### src/hdl/rtfm_pkg.sv
`timescale 1ns / 1ps

package rtfm_pkg;

    localparam int ROUTE_ENTRIES = 8;
    localparam int IDX_W         = (ROUTE_ENTRIES > 1) ? $clog2(ROUTE_ENTRIES) : 1;
    localparam int CNT_W         = $clog2(ROUTE_ENTRIES + 1);

    localparam int INDEX_FIELD_W = 3;
    localparam int ADDR_W        = 32;
    localparam int HOP_W         = 8;

    localparam logic [HOP_W-1:0] HOP_IFACE_BASE = 8'd100;

    typedef enum logic {
        REQ_WRITE  = 1'b0,
        REQ_LOOKUP = 1'b1
    } req_kind_t;

    typedef struct packed {
        logic [ADDR_W-1:0] dest;
        logic [ADDR_W-1:0] mask;
        logic [HOP_W-1:0]  hop;
    } route_entry_t;

    typedef struct packed {
        logic                     matched;
        logic [INDEX_FIELD_W-1:0] match_index;
        logic                     to_interface;
        logic [HOP_W-1:0]         hop_number;
        logic                     use_default;
    } res_payload_t;

    typedef struct packed {
        logic             write_entry;
        logic             start_lookup;
        logic             issue_read;
        logic [IDX_W-1:0] rd_addr;
        logic             capture;
        logic             load_out;
    } dp_cmd_t;

    typedef struct packed {
        logic hit;
        logic cmp_last;
        logic out_free;
    } dp_status_t;

endpackage

### src/hdl/rtfm_req_if.sv
`timescale 1ns / 1ps

interface rtfm_req_if;
    import rtfm_pkg::*;

    logic                     valid;
    logic                     ready;
    logic                     req_type;
    logic [INDEX_FIELD_W-1:0] entry_index;
    logic [ADDR_W-1:0]        entry_dest;
    logic [ADDR_W-1:0]        entry_mask;
    logic [HOP_W-1:0]         entry_hop;
    logic [ADDR_W-1:0]        lookup_addr;

    modport source (
        output valid, req_type, entry_index, entry_dest, entry_mask, entry_hop, lookup_addr,
        input  ready
    );

    modport sink (
        input  valid, req_type, entry_index, entry_dest, entry_mask, entry_hop, lookup_addr,
        output ready
    );

endinterface

### src/hdl/rtfm_res_if.sv
`timescale 1ns / 1ps

interface rtfm_res_if;
    import rtfm_pkg::*;

    logic                     valid;
    logic                     ready;
    logic                     matched;
    logic [INDEX_FIELD_W-1:0] match_index;
    logic                     to_interface;
    logic [HOP_W-1:0]         hop_number;
    logic                     use_default;

    modport source (
        output valid, matched, match_index, to_interface, hop_number, use_default,
        input  ready
    );

    modport sink (
        input  valid, matched, match_index, to_interface, hop_number, use_default,
        output ready
    );

endinterface

### src/hdl/rtfm_controller.sv
`timescale 1ns / 1ps

module rtfm_controller (
    input  logic                 clk,
    input  logic                 rst_n,
    rtfm_req_if.sink             request,
    input  rtfm_pkg::dp_status_t status,
    output rtfm_pkg::dp_cmd_t    cmd
);
    import rtfm_pkg::*;

    typedef enum logic [2:0] {
        ST_IDLE = 3'b001,
        ST_SCAN = 3'b010,
        ST_EMIT = 3'b100
    } state_t;

    state_t           state_reg, state_next;
    logic [CNT_W-1:0] cnt_reg, cnt_next;
    logic             issue;

    assign issue         = (state_reg == ST_SCAN) && (cnt_reg < CNT_W'(ROUTE_ENTRIES));
    assign request.ready = (state_reg == ST_IDLE);

    always_comb
    begin
        state_next        = state_reg;
        cnt_next          = cnt_reg;
        cmd               = '0;
        cmd.issue_read    = issue;
        cmd.rd_addr       = cnt_reg[IDX_W-1:0];
        unique case (state_reg)
            ST_IDLE:
            begin
                if (request.valid)
                begin
                    if (request.req_type == REQ_LOOKUP)
                    begin
                        cmd.start_lookup = 1'b1;
                        cnt_next         = '0;
                        state_next       = ST_SCAN;
                    end
                    else
                    begin
                        cmd.write_entry = 1'b1;
                    end
                end
            end
            ST_SCAN:
            begin
                if (issue)
                begin
                    cnt_next = cnt_reg + CNT_W'(1);
                end
                if (status.hit || status.cmp_last)
                begin
                    cmd.capture = 1'b1;
                    state_next  = ST_EMIT;
                end
            end
            ST_EMIT:
            begin
                if (status.out_free)
                begin
                    cmd.load_out = 1'b1;
                    state_next   = ST_IDLE;
                end
            end
            default:
            begin
                state_next = ST_IDLE;
            end
        endcase
    end

    always_ff @(posedge clk or negedge rst_n)
    begin
        if (!rst_n)
        begin
            state_reg <= ST_IDLE;
            cnt_reg   <= '0;
        end
        else
        begin
            state_reg <= state_next;
            cnt_reg   <= cnt_next;
        end
    end

endmodule

### src/hdl/rtfm_datapath.sv
`timescale 1ns / 1ps

module rtfm_datapath (
    input  logic                                   clk,
    input  logic                                   rst_n,
    input  rtfm_pkg::dp_cmd_t                      cmd,
    output rtfm_pkg::dp_status_t                   status,
    input  logic [rtfm_pkg::INDEX_FIELD_W-1:0]     entry_index,
    input  logic [rtfm_pkg::ADDR_W-1:0]            entry_dest,
    input  logic [rtfm_pkg::ADDR_W-1:0]            entry_mask,
    input  logic [rtfm_pkg::HOP_W-1:0]             entry_hop,
    input  logic [rtfm_pkg::ADDR_W-1:0]            lookup_addr,
    rtfm_res_if.source                             result
);
    import rtfm_pkg::*;

    route_entry_t             route_mem [ROUTE_ENTRIES];
    logic [ROUTE_ENTRIES-1:0] valid_reg, valid_next;
    logic                     write_en;

    route_entry_t             rd_entry_reg;
    logic                     rd_valid_reg;
    logic [IDX_W-1:0]         cmp_idx_reg;
    logic                     cmp_live_reg, cmp_live_next;
    logic [ADDR_W-1:0]        addr_reg;

    logic                     hold_found_reg;
    logic [IDX_W-1:0]         hold_idx_reg;
    logic [HOP_W-1:0]         hold_code_reg;

    logic                     res_valid_reg, res_valid_next;
    res_payload_t             res_reg, res_next;
    logic                     is_iface;

    assign write_en = cmd.write_entry && (int'(entry_index) < ROUTE_ENTRIES);

    always_comb
    begin
        valid_next = valid_reg;
        if (write_en)
        begin
            valid_next[IDX_W'(entry_index)] = 1'b1;
        end
    end

    assign cmp_live_next = cmd.issue_read;

    assign status.hit      = cmp_live_reg && rd_valid_reg
                             && ((addr_reg & rd_entry_reg.mask) == rd_entry_reg.dest);
    assign status.cmp_last = cmp_live_reg && (cmp_idx_reg == IDX_W'(ROUTE_ENTRIES - 1));
    assign status.out_free = !res_valid_reg || result.ready;

    assign is_iface = (hold_code_reg >= HOP_IFACE_BASE);

    always_comb
    begin
        res_next              = '0;
        res_next.matched      = hold_found_reg;
        res_next.use_default  = !hold_found_reg;
        if (hold_found_reg)
        begin
            res_next.match_index  = INDEX_FIELD_W'(hold_idx_reg);
            res_next.to_interface = is_iface;
            res_next.hop_number   = is_iface ? (hold_code_reg - HOP_IFACE_BASE) : hold_code_reg;
        end
    end

    always_comb
    begin
        res_valid_next = res_valid_reg;
        if (cmd.load_out)
        begin
            res_valid_next = 1'b1;
        end
        else if (result.ready)
        begin
            res_valid_next = 1'b0;
        end
    end

    always_ff @(posedge clk)
    begin
        if (write_en)
        begin
            route_mem[IDX_W'(entry_index)] <= '{dest: entry_dest, mask: entry_mask, hop: entry_hop};
        end
        if (cmd.issue_read)
        begin
            rd_entry_reg <= route_mem[cmd.rd_addr];
            rd_valid_reg <= valid_reg[cmd.rd_addr];
            cmp_idx_reg  <= cmd.rd_addr;
        end
        if (cmd.start_lookup)
        begin
            addr_reg <= lookup_addr;
        end
        if (cmd.capture)
        begin
            hold_found_reg <= status.hit;
            hold_idx_reg   <= cmp_idx_reg;
            hold_code_reg  <= rd_entry_reg.hop;
        end
        if (cmd.load_out)
        begin
            res_reg <= res_next;
        end
    end

    always_ff @(posedge clk or negedge rst_n)
    begin
        if (!rst_n)
        begin
            valid_reg     <= '0;
            cmp_live_reg  <= 1'b0;
            res_valid_reg <= 1'b0;
        end
        else
        begin
            valid_reg     <= valid_next;
            cmp_live_reg  <= cmp_live_next;
            res_valid_reg <= res_valid_next;
        end
    end

    assign result.valid        = res_valid_reg;
    assign result.matched      = res_reg.matched;
    assign result.match_index  = res_reg.match_index;
    assign result.to_interface = res_reg.to_interface;
    assign result.hop_number   = res_reg.hop_number;
    assign result.use_default  = res_reg.use_default;

endmodule

### src/hdl/route_table_first_match_lookup.sv
`timescale 1ns / 1ps

// Routing table with first-match lookup.
// request: one transaction either writes a table entry (req_type 0: entry_index,
//   entry_dest, entry_mask, entry_hop) or looks up lookup_addr (req_type 1).
// result: one transaction per lookup, none per write. Codes of 100 and above
//   are reported as an interface number (code minus 100), lower codes as a router.
// A write completes without leaving the idle state; writes to slots beyond the table are dropped.
// A lookup reads one entry from the table memory per cycle and compares it in the
//   next, stopping at the first valid match. A hit, or a miss once the last entry
//   is compared, is captured into the hold registers and then loaded into the result
//   register when it is free; request.ready rises in the same cycle as result.valid.
// The result register frees the scan from the receiver; if result.ready stays low,
//   a finished lookup waits and request.ready stays low until the register drains.
// Reset clears every entry valid bit, the scan state and the result valid flag;
//   no clearing pass runs, so the block takes requests right after reset.

module route_table_first_match_lookup (
    input  logic       clk,
    input  logic       rst_n,
    rtfm_req_if.sink   request,
    rtfm_res_if.source result
);
    import rtfm_pkg::*;

    dp_cmd_t    cmd;
    dp_status_t status;

    rtfm_controller u_controller (
        .clk     (clk),
        .rst_n   (rst_n),
        .request (request),
        .status  (status),
        .cmd     (cmd)
    );

    rtfm_datapath u_datapath (
        .clk         (clk),
        .rst_n       (rst_n),
        .cmd         (cmd),
        .status      (status),
        .entry_index (request.entry_index),
        .entry_dest  (request.entry_dest),
        .entry_mask  (request.entry_mask),
        .entry_hop   (request.entry_hop),
        .lookup_addr (request.lookup_addr),
        .result      (result)
    );

    a_lookup_blocks: assert property (@(posedge clk) disable iff (!rst_n)
        (request.valid && request.ready && (request.req_type == REQ_LOOKUP))
        |=> !request.ready)
        else $error("request taken while a lookup is in progress");

    a_write_silent: assert property (@(posedge clk) disable iff (!rst_n)
        (request.valid && request.ready && (request.req_type == REQ_WRITE) && !result.valid)
        |=> !result.valid)
        else $error("write transaction produced a result");

    a_default_fields: assert property (@(posedge clk) disable iff (!rst_n)
        (result.valid && !result.matched)
        |-> (result.use_default && !result.to_interface
             && (result.hop_number == '0) && (result.match_index == '0)))
        else $error("miss result carries non-default fields");

    a_match_flags: assert property (@(posedge clk) disable iff (!rst_n)
        (result.valid && result.matched) |-> !result.use_default)
        else $error("hit result flags the default route");

endmodule
### src/flat_wrapper.sv
// flat-port wrapper written by rule: the top's interface ports become plain ports
module route_table_first_match_lookup_flat import rtfm_pkg::*;
  (clk, rst_n, request_valid, request_req_type, request_entry_index, request_entry_dest, request_entry_mask, request_entry_hop, request_lookup_addr, request_ready, result_valid, result_matched, result_match_index, result_to_interface, result_hop_number, result_use_default, result_ready);
  rtfm_req_if request_i ();
  rtfm_res_if result_i ();
  input  logic clk;
  input  logic rst_n;
  input wire logic [$bits(request_i.valid)-1:0] request_valid;
  input wire logic [$bits(request_i.req_type)-1:0] request_req_type;
  input wire logic [$bits(request_i.entry_index)-1:0] request_entry_index;
  input wire logic [$bits(request_i.entry_dest)-1:0] request_entry_dest;
  input wire logic [$bits(request_i.entry_mask)-1:0] request_entry_mask;
  input wire logic [$bits(request_i.entry_hop)-1:0] request_entry_hop;
  input wire logic [$bits(request_i.lookup_addr)-1:0] request_lookup_addr;
  output wire logic [$bits(request_i.ready)-1:0] request_ready;
  output wire logic [$bits(result_i.valid)-1:0] result_valid;
  output wire logic [$bits(result_i.matched)-1:0] result_matched;
  output wire logic [$bits(result_i.match_index)-1:0] result_match_index;
  output wire logic [$bits(result_i.to_interface)-1:0] result_to_interface;
  output wire logic [$bits(result_i.hop_number)-1:0] result_hop_number;
  output wire logic [$bits(result_i.use_default)-1:0] result_use_default;
  input wire logic [$bits(result_i.ready)-1:0] result_ready;
  assign request_i.valid = request_valid;
  assign request_i.req_type = request_req_type;
  assign request_i.entry_index = request_entry_index;
  assign request_i.entry_dest = request_entry_dest;
  assign request_i.entry_mask = request_entry_mask;
  assign request_i.entry_hop = request_entry_hop;
  assign request_i.lookup_addr = request_lookup_addr;
  assign request_ready = request_i.ready;
  assign result_valid = result_i.valid;
  assign result_matched = result_i.matched;
  assign result_match_index = result_i.match_index;
  assign result_to_interface = result_i.to_interface;
  assign result_hop_number = result_i.hop_number;
  assign result_use_default = result_i.use_default;
  assign result_i.ready = result_ready;
  route_table_first_match_lookup u_core (.clk(clk), .rst_n(rst_n), .request(request_i), .result(result_i));
endmodule
### config.mk
export PLATFORM = sky130hd
export DESIGN_NAME = route_table_first_match_lookup_flat
export DESIGN_NICKNAME = d
export VERILOG_FILES = /design/src/hdl/rtfm_pkg.sv /design/src/hdl/rtfm_req_if.sv /design/src/hdl/rtfm_res_if.sv /design/src/hdl/rtfm_controller.sv /design/src/hdl/rtfm_datapath.sv /design/src/hdl/route_table_first_match_lookup.sv /design/src/flat_wrapper.sv
export SDC_FILE = /design/constraint.sdc
export NUM_CORES = 1
export LEC_CHECK = 0
export BUFFER_PORTS_ARGS = -buffer_cell sky130_fd_sc_hd__buf_4
export CORE_MARGIN = 2
export CORE_UTILIZATION = 50
export CTS_CLUSTER_SIZE = 10
export DETAILED_ROUTE_END_ITERATION = 8
export PLACE_DENSITY = 0.71
export SLEW_MARGIN = 10
export SYNTH_ARGS = -nofsm -noshare
export SYNTH_HDL_FRONTEND = slang
export SYNTH_SLANG_ARGS = --single-unit
### constraint.sdc
create_clock -name clk -period 10.98 [get_ports clk]
set_clock_uncertainty 0.05 [all_clocks]
set_input_delay 0.549 -clock clk [delete_from_list [all_inputs] [get_ports clk]]
set_output_delay 0.549 -clock clk [all_outputs]
set_load 0.05 [all_outputs]
After elaboration in Yosys (flattened, before gate mapping)
Memory sizes are Yosys's and may differ from the RTL's. A register that Yosys moved wholly into a read port is not among the register bits.
Index checks and enable logic that the tools add are counted.
{ "word_totals": {"ramBits": 576, "n_memories": 1, "word_cells": 75, "ff_bits": 79, "input_bits": 112, "out_inout_bits": 16} }
{ "op_classes": {"n_bitwise": 2, "n_reduce_logical": 13, "add_sub_neg": 2, "order_cmp": 5, "n_mux": 26, "n_eq_ne": 10} }
{ "memory_table": {"columns": ["memory", "depth", "width", "read_ports", "rd_ports_with_merged_regs", "write_ports", "line", "rtl"], "rows": [
  ["u_core.u_datapath.route_mem", 8, 72, 1, 1, 1, "rtfm_datapath.sv:17", "route_entry_t route_mem [ROUTE_ENTRIES];"]
]} }
{ "op_table": {"columns": ["cell", "n"], "rows": [
  ["$and 32x32->32", 1],
  ["$eq 32x32->1", 1],
  ["$mux 1", 12],
  ["$mux 3", 4],
  ["$mux 4", 3],
  ["$pmux 3 s3", 1],
  ["$ge 8x7->1 const B", 1],
  ["$lt 3x4->1 const B", 2],
  ["$mux 8", 1],
  ["$or 8x8->8", 1],
  ["$pmux 4 s2", 1],
  ["$reduce_and 4->1", 2],
  ["$sub 8x7->8 const B", 1],
  ["$eq 3x3->1 const B", 2],
  ["$ne 2x2->1 const B", 3],
  ["$logic_and 1x1->1", 5],
  ["$add 4x1->4 const B", 1],
  ["$lt 4x4->1 const B", 1],
  ["$mux 2", 2],
  ["$ne 2x1->1 const B", 2],
  ["$reduce_bool 2->1", 2],
  ["$bmux 1 s3", 1],
  ["$demux 1 s3", 1],
  ["$eq 3x1->1 const B", 1],
  ["other kinds (4)", 6]
]} }

Longest topological paths before layout
{ "logic_depth": {"word_depth": 6, "mapped_depth": 8, "depth_no_buf": 8} }

Hierarchy
A second synthesis with hierarchy kept.
{ "unflattened": {"cells_unflattened": 1160, "hier_area_um2": 27217.4} }
{ "by_module_without_submodules": {"columns": ["mod", "seq_area_each_um2", "area_each_um2", "cells_per_inst", "n_inst"], "rows": [
  ["rtfm_datapath", 21570.7, 26788.2, 1114, 1],
  ["rtfm_controller", 176.4, 429.2, 46, 1]
]} }

Worst setup path before layout
OpenSTA, ideal clock, no wires.
{ "synth_timing": {"kind": "flip-flop to flip-flop", "startpoint": "register u_core.u_controller.state_reg[0]", "endpoint": "memory u_core.u_datapath.route_mem[0][0] (netlist bit) (enable)", "path_slack_ns": 3.651, "setup_ns": 0.593, "required_time_ns": 10.337, "arrival_time_ns": 6.686, "synth_period_minus_slack_ns": 7.329, "path_buffers": 0, "stages_incl_launch_ff": 5, "path_cell_list": "dfstp_2 nor3b_2 nand2_1 or3_1 nor3_1"} }
{ "synth_via": {"elab_chain_cells": 4} }
{ "synth_rtl": {"columns": ["item", "line", "rtl"], "rows": [
  ["from (decl)", "rtfm_controller.sv:18", "state_t state_reg, state_next;"],
  ["from (signal assigned)", "rtfm_controller.sv:85", "state_reg <= state_next;"],
  ["$eq 3x1->1", null, null],
  ["net request_ready", "flat_wrapper.sv:15", "output wire logic [$bits(request_i.ready)-1:0] request_ready;"],
  ["$mux 2", "rtfm_controller.sv:32", "unique case (state_reg)"],
  ["$mux 1", "rtfm_datapath.sv:83", "if (write_en)"],
  ["$mux 1 (implied by the code)", "rtfm_datapath.sv:85", "route_mem[IDX_W'(entry_index)] <= '{dest: entry_dest, mask: entry_mask, hop: entry_hop};"],
  ["to (decl)", "rtfm_datapath.sv:17", null]
]} }
The timed path passes the listed nets, and every way through them passes these cells.

Worst setup path after layout
{ "layout_timing": {"startpoint": "register u_core.u_controller.state_reg[0]", "endpoint": "memory u_core.u_datapath.route_mem[6][6] (netlist bit) (enable)"} }
{ "layout_via": {"elab_chain_cells": 4} }
{ "layout_rtl": {"columns": ["item", "line"], "rows": [
  ["$eq 3x1->1", "rtfm_controller.sv:32"],
  ["$mux 2", "rtfm_controller.sv:32"],
  ["$mux 1", "rtfm_datapath.sv:83"],
  ["$mux 1 (implied by the code)", "rtfm_datapath.sv:85"]
]} }
No other way between the ends.

==> run summary <==
The number of antenna violations at the first check in global routing is 1. The die covers 56,470 um^2. The delay of the slowest cell on the worst path came out at 0.84 ns. Cells with a size suffix above 1 make up 34.34% of the layout.

The clock passes through at most 3 buffers. Dividing the detail-routed wire length by the instance count gives 26.96 um. The mean number of vias per cell is 5.905. The buffer count from post-CTS setup fixing is 0. The number of warnings printed during yosys synthesis came out at 0.

The total chip power is ~0.006 W. The sum of negative setup slack came out at 0 ns. The overall routing resource usage is 20.42%. The run finished with clean final reports.

The clock slew at the register clock pins of the worst setup and hold paths is 0.06 ns. The post-detailed-placement half-perimeter wirelength came out at 31.55 mm. The worst hold-check path type is in -> reg.

The placeable core region is 53,920 um^2. The flip-flop count of the largest register, all copies and words added is about 580. The startpoint type of the worst setup path is a register. The residual antenna-violating net count after detailed routing came out at 0. The total power density per cell area came out at 191.9 nW/um^2. The worst path arrival time is 3.71 ns. The required time of the critical path came out at 11.15 ns.

The part of the cycle the worst path needs came out at 32.24%. Counting flops with a built-in enable in the synthesized netlist gives 710. In the final design database the tool counted between 1,000 and 1,500 nets. The max-capacitance violation count came out at 0. The sequential fraction of the synthesis area is 79.69%. The starting utilization of the core area is 50.61%. The source-to-sink clock delay at the later pin of the worst-skew pair came out at 0.61 ns. Summed over all layers, the routed wires come to 56.40 mm. The final weighted congestion in routability-driven placement is roughly 0.80.

The number of sinks on the clock net came out at 727. The slew at the pin closest to its max-slew limit is 1.110 ns. The total clock buffers created by CTS is 83. The layout overhead on the synthesized area is 14.90%. The leakage power summed over all cells came out at approximately 10 nW.

The summed instance area of the synthesized netlist is 27,290 um^2. The total iterations of the first detailed-routing run is 5. The global-route wire length before repair came out at 83.16 mm. Setup violations remaining at the end of the flow were counted as 0. The initialized floorplan defines 85 standard-cell rows. A synthesized cell averages between 20 and 25 um^2. The shortest period the worst path allows came out at between 3 and 4 ns.

The total I/O pin count is 128. The signal on the critical path passes through nor3b_2, nand2_1, or3_1, nor2_4, buf_4. The pin count of the biggest net entering global routing came out at ~130. The detailed-route via count came out at 12,353. The biggest fanout along the worst timing path is 50.

The number of nets in the synthesized netlist is around 1,300. The number of global-route vias before repair came out at 12,716. In the synthesized netlist the dominant register cell turns out to be sky130_fd_sc_hd__edfxtp_1. Timing would allow up to 282.5 MHz.

TritonCTS built the clock tree. The share of synthesized flip-flops with an asynchronous set or reset came out at 2.338%. The critical path is of the reg -> reg type. The number of levels in the clock H-tree came out at 3. The total congestion overflow after global routing came out at 0. The final routed DRC violation total came out at 0. The cell with the largest stage delay on the worst path is sky130_fd_sc_hd__buf_4. The post-synthesis cell count came out at 1,179. The number of DRC violations after detailed-routing iteration 0 is 1,343. The worst-case IR drop observed on VDD is 118.0 uV. The headroom to the max-slew limit came out at between 20% and 30%. The number of max-slew violations in the final report is 0. The vertical die dimension is 237.6 um. The final core utilization came out at 58.16%. The number of synthesized register bits is 727. The x dimension of the die is 237.6 um. The distinct cell type count of the synthesized netlist is between 40 and 50.

The endpoint type of the worst setup path is a register. Setup repair after global routing left no endpoint under its margin. The tree is rooted in a sky130_fd_sc_hd__clkbuf_16. The count of input and output buffers came out at about 130. The total count of hold-check failures in the final report is 0.
## metrics by stage
stage	cell area, um^2	hold WS [ns]	instances	setup slack (ns)
after floorplan	27290	0.2034	1179	3.651
after global placement	29080	0.3521	1979	7.501
after detailed placement	29080	0.3556	1979	7.428
after CTS	31360	0.03574	2091	7.398
after global routing	31360	0.04362	2091	7.233
final	31360	0.06589	2092	7.440
## critical path, delay by kind of cell (launching register included)
kind	cells	cell delay [ns]
AND/OR/NAND/NOR	4	1.65
flip-flops	1	0.54
buffers and inverters	1	0.84
## power by group
part           switching, W  total [W]  internal, W
Combinational      0.000212   0.000473     0.000261
Sequential        0.0000401    0.00316      0.00312
Clock              0.000997    0.00239      0.00139
Total               0.00125    0.00602      0.00477
## layer usage
metal / GRT usage [%] / vias to the layer above / wire, um
li1: - / 5285 / -
met1: 28.42 / 6546 / 23710
met2: 32.62 / 446 / 27610
met3: 4.541 / 74 / 3808
met4: 6.518 / 2 / 1265
met5: 0 / - / 10
## cell type report
cell class	count	area, um^2
Fill cell	3774	22560
Sequential cell	727	21760
Multi-Input combinational cell	407	5328
Clock buffer	104	2198
Timing Repair Buffer	147	1119
Tap cell	696	870.8
Clock inverter	7	71.32
Inverter	3	11.26
Antenna cell	1	2.502
## logic make-up after synthesis
family / share of synthesized area, %
xor+xnor: 0.6740
compound gates: 1.105
buf+inv: 1.027
fa+ha+maj: 0.1376
flops: 79.69
simple gates: 2.269
mux: 15.10
## synth_stat cells (2+ instances only)
master | number | share of area (%)
sky130_fd_sc_hd__a211oi_1 | 5 | 0.14
sky130_fd_sc_hd__a21boi_0 | 4 | 0.11
sky130_fd_sc_hd__a21o_1 | 5 | 0.14
sky130_fd_sc_hd__a21oi_1 | 13 | 0.24
sky130_fd_sc_hd__and2_1 | 6 | 0.14
sky130_fd_sc_hd__and3_1 | 11 | 0.25
sky130_fd_sc_hd__and3b_1 | 4 | 0.13
sky130_fd_sc_hd__buf_1 | 10 | 0.14
sky130_fd_sc_hd__buf_2 | 5 | 0.092
sky130_fd_sc_hd__buf_6 | 14 | 0.58
sky130_fd_sc_hd__clkbuf_1 | 13 | 0.18
sky130_fd_sc_hd__dfrtp_1 | 16 | 1.5
sky130_fd_sc_hd__edfxtp_1 | 710 | 78
sky130_fd_sc_hd__ha_1 | 3 | 0.14
sky130_fd_sc_hd__inv_1 | 3 | 0.041
sky130_fd_sc_hd__mux2_2 | 74 | 3.1
sky130_fd_sc_hd__mux4_2 | 146 | 12
sky130_fd_sc_hd__nand2_1 | 31 | 0.43
sky130_fd_sc_hd__nand2b_1 | 5 | 0.11
sky130_fd_sc_hd__nand3_1 | 8 | 0.15
sky130_fd_sc_hd__nand4_1 | 7 | 0.16
sky130_fd_sc_hd__nor2_1 | 24 | 0.33
sky130_fd_sc_hd__nor3_1 | 5 | 0.092
sky130_fd_sc_hd__nor4_1 | 4 | 0.092
sky130_fd_sc_hd__o2111ai_1 | 3 | 0.096
sky130_fd_sc_hd__o211ai_1 | 2 | 0.055
sky130_fd_sc_hd__o22a_1 | 5 | 0.16
sky130_fd_sc_hd__or2_1 | 4 | 0.092
sky130_fd_sc_hd__or2_2 | 6 | 0.14
sky130_fd_sc_hd__xor2_1 | 20 | 0.64
## timing repair
action / in CTS / in global routing
resized for setup: 0 / 0
hold endpoints to repair: 17 / 0
hold buffers: 1 / 0
## layout by cell type, fill, tap and decap left out, types with 8 or more instances in the layout
cell type | Yosys | routed
sky130_fd_sc_hd__dfrtp_1 | 16 | 13
sky130_fd_sc_hd__and3_1 | 11 | 10
sky130_fd_sc_hd__clkbuf_16 | 0 | 85
sky130_fd_sc_hd__edfxtp_1 | 710 | 710
sky130_fd_sc_hd__a21oi_1 | 13 | 13
sky130_fd_sc_hd__nand2_1 | 31 | 31
sky130_fd_sc_hd__nand3_1 | 8 | 8
sky130_fd_sc_hd__clkbuf_1 | 13 | 19
sky130_fd_sc_hd__nor2_1 | 24 | 17
sky130_fd_sc_hd__buf_4 | 0 | 145
sky130_fd_sc_hd__mux4_2 | 146 | 146
sky130_fd_sc_hd__mux2_2 | 74 | 74
sky130_fd_sc_hd__xor2_1 | 20 | 20
## final timing paths
kind / from / end / slack (ns) / cells past startpoint
hold reg to reg: u_core.u_datapath.rd_entry_reg[7]$_DFFE_PP_ / u_core.u_datapath.hold_code_reg[7]$_DFFE_PP_ / 0.37 / 0
max in group asynchronous: rst_n / u_core.u_controller.state_reg[0]$_DFFE_PN1P_ / 10.31 / 2
min in group asynchronous: rst_n / u_core.u_controller.cnt_reg[3]$_DFFE_PN0P_ / 0.31 / 2
setup / recovery: u_core.u_controller.state_reg[0]$_DFFE_PN1P_ / u_core.u_datapath.route_mem[6][6]$_DFFE_PP_ / 7.44 / 5
hold / removal: request_lookup_addr[7] / u_core.u_datapath.addr_reg[7]$_DFFE_PP_ / 0.07 / 1
setup reg to reg: u_core.u_controller.state_reg[0]$_DFFE_PN1P_ / u_core.u_datapath.route_mem[6][6]$_DFFE_PP_ / 7.44 / 5
Note: power is estimated with default switching activity, not from simulation.
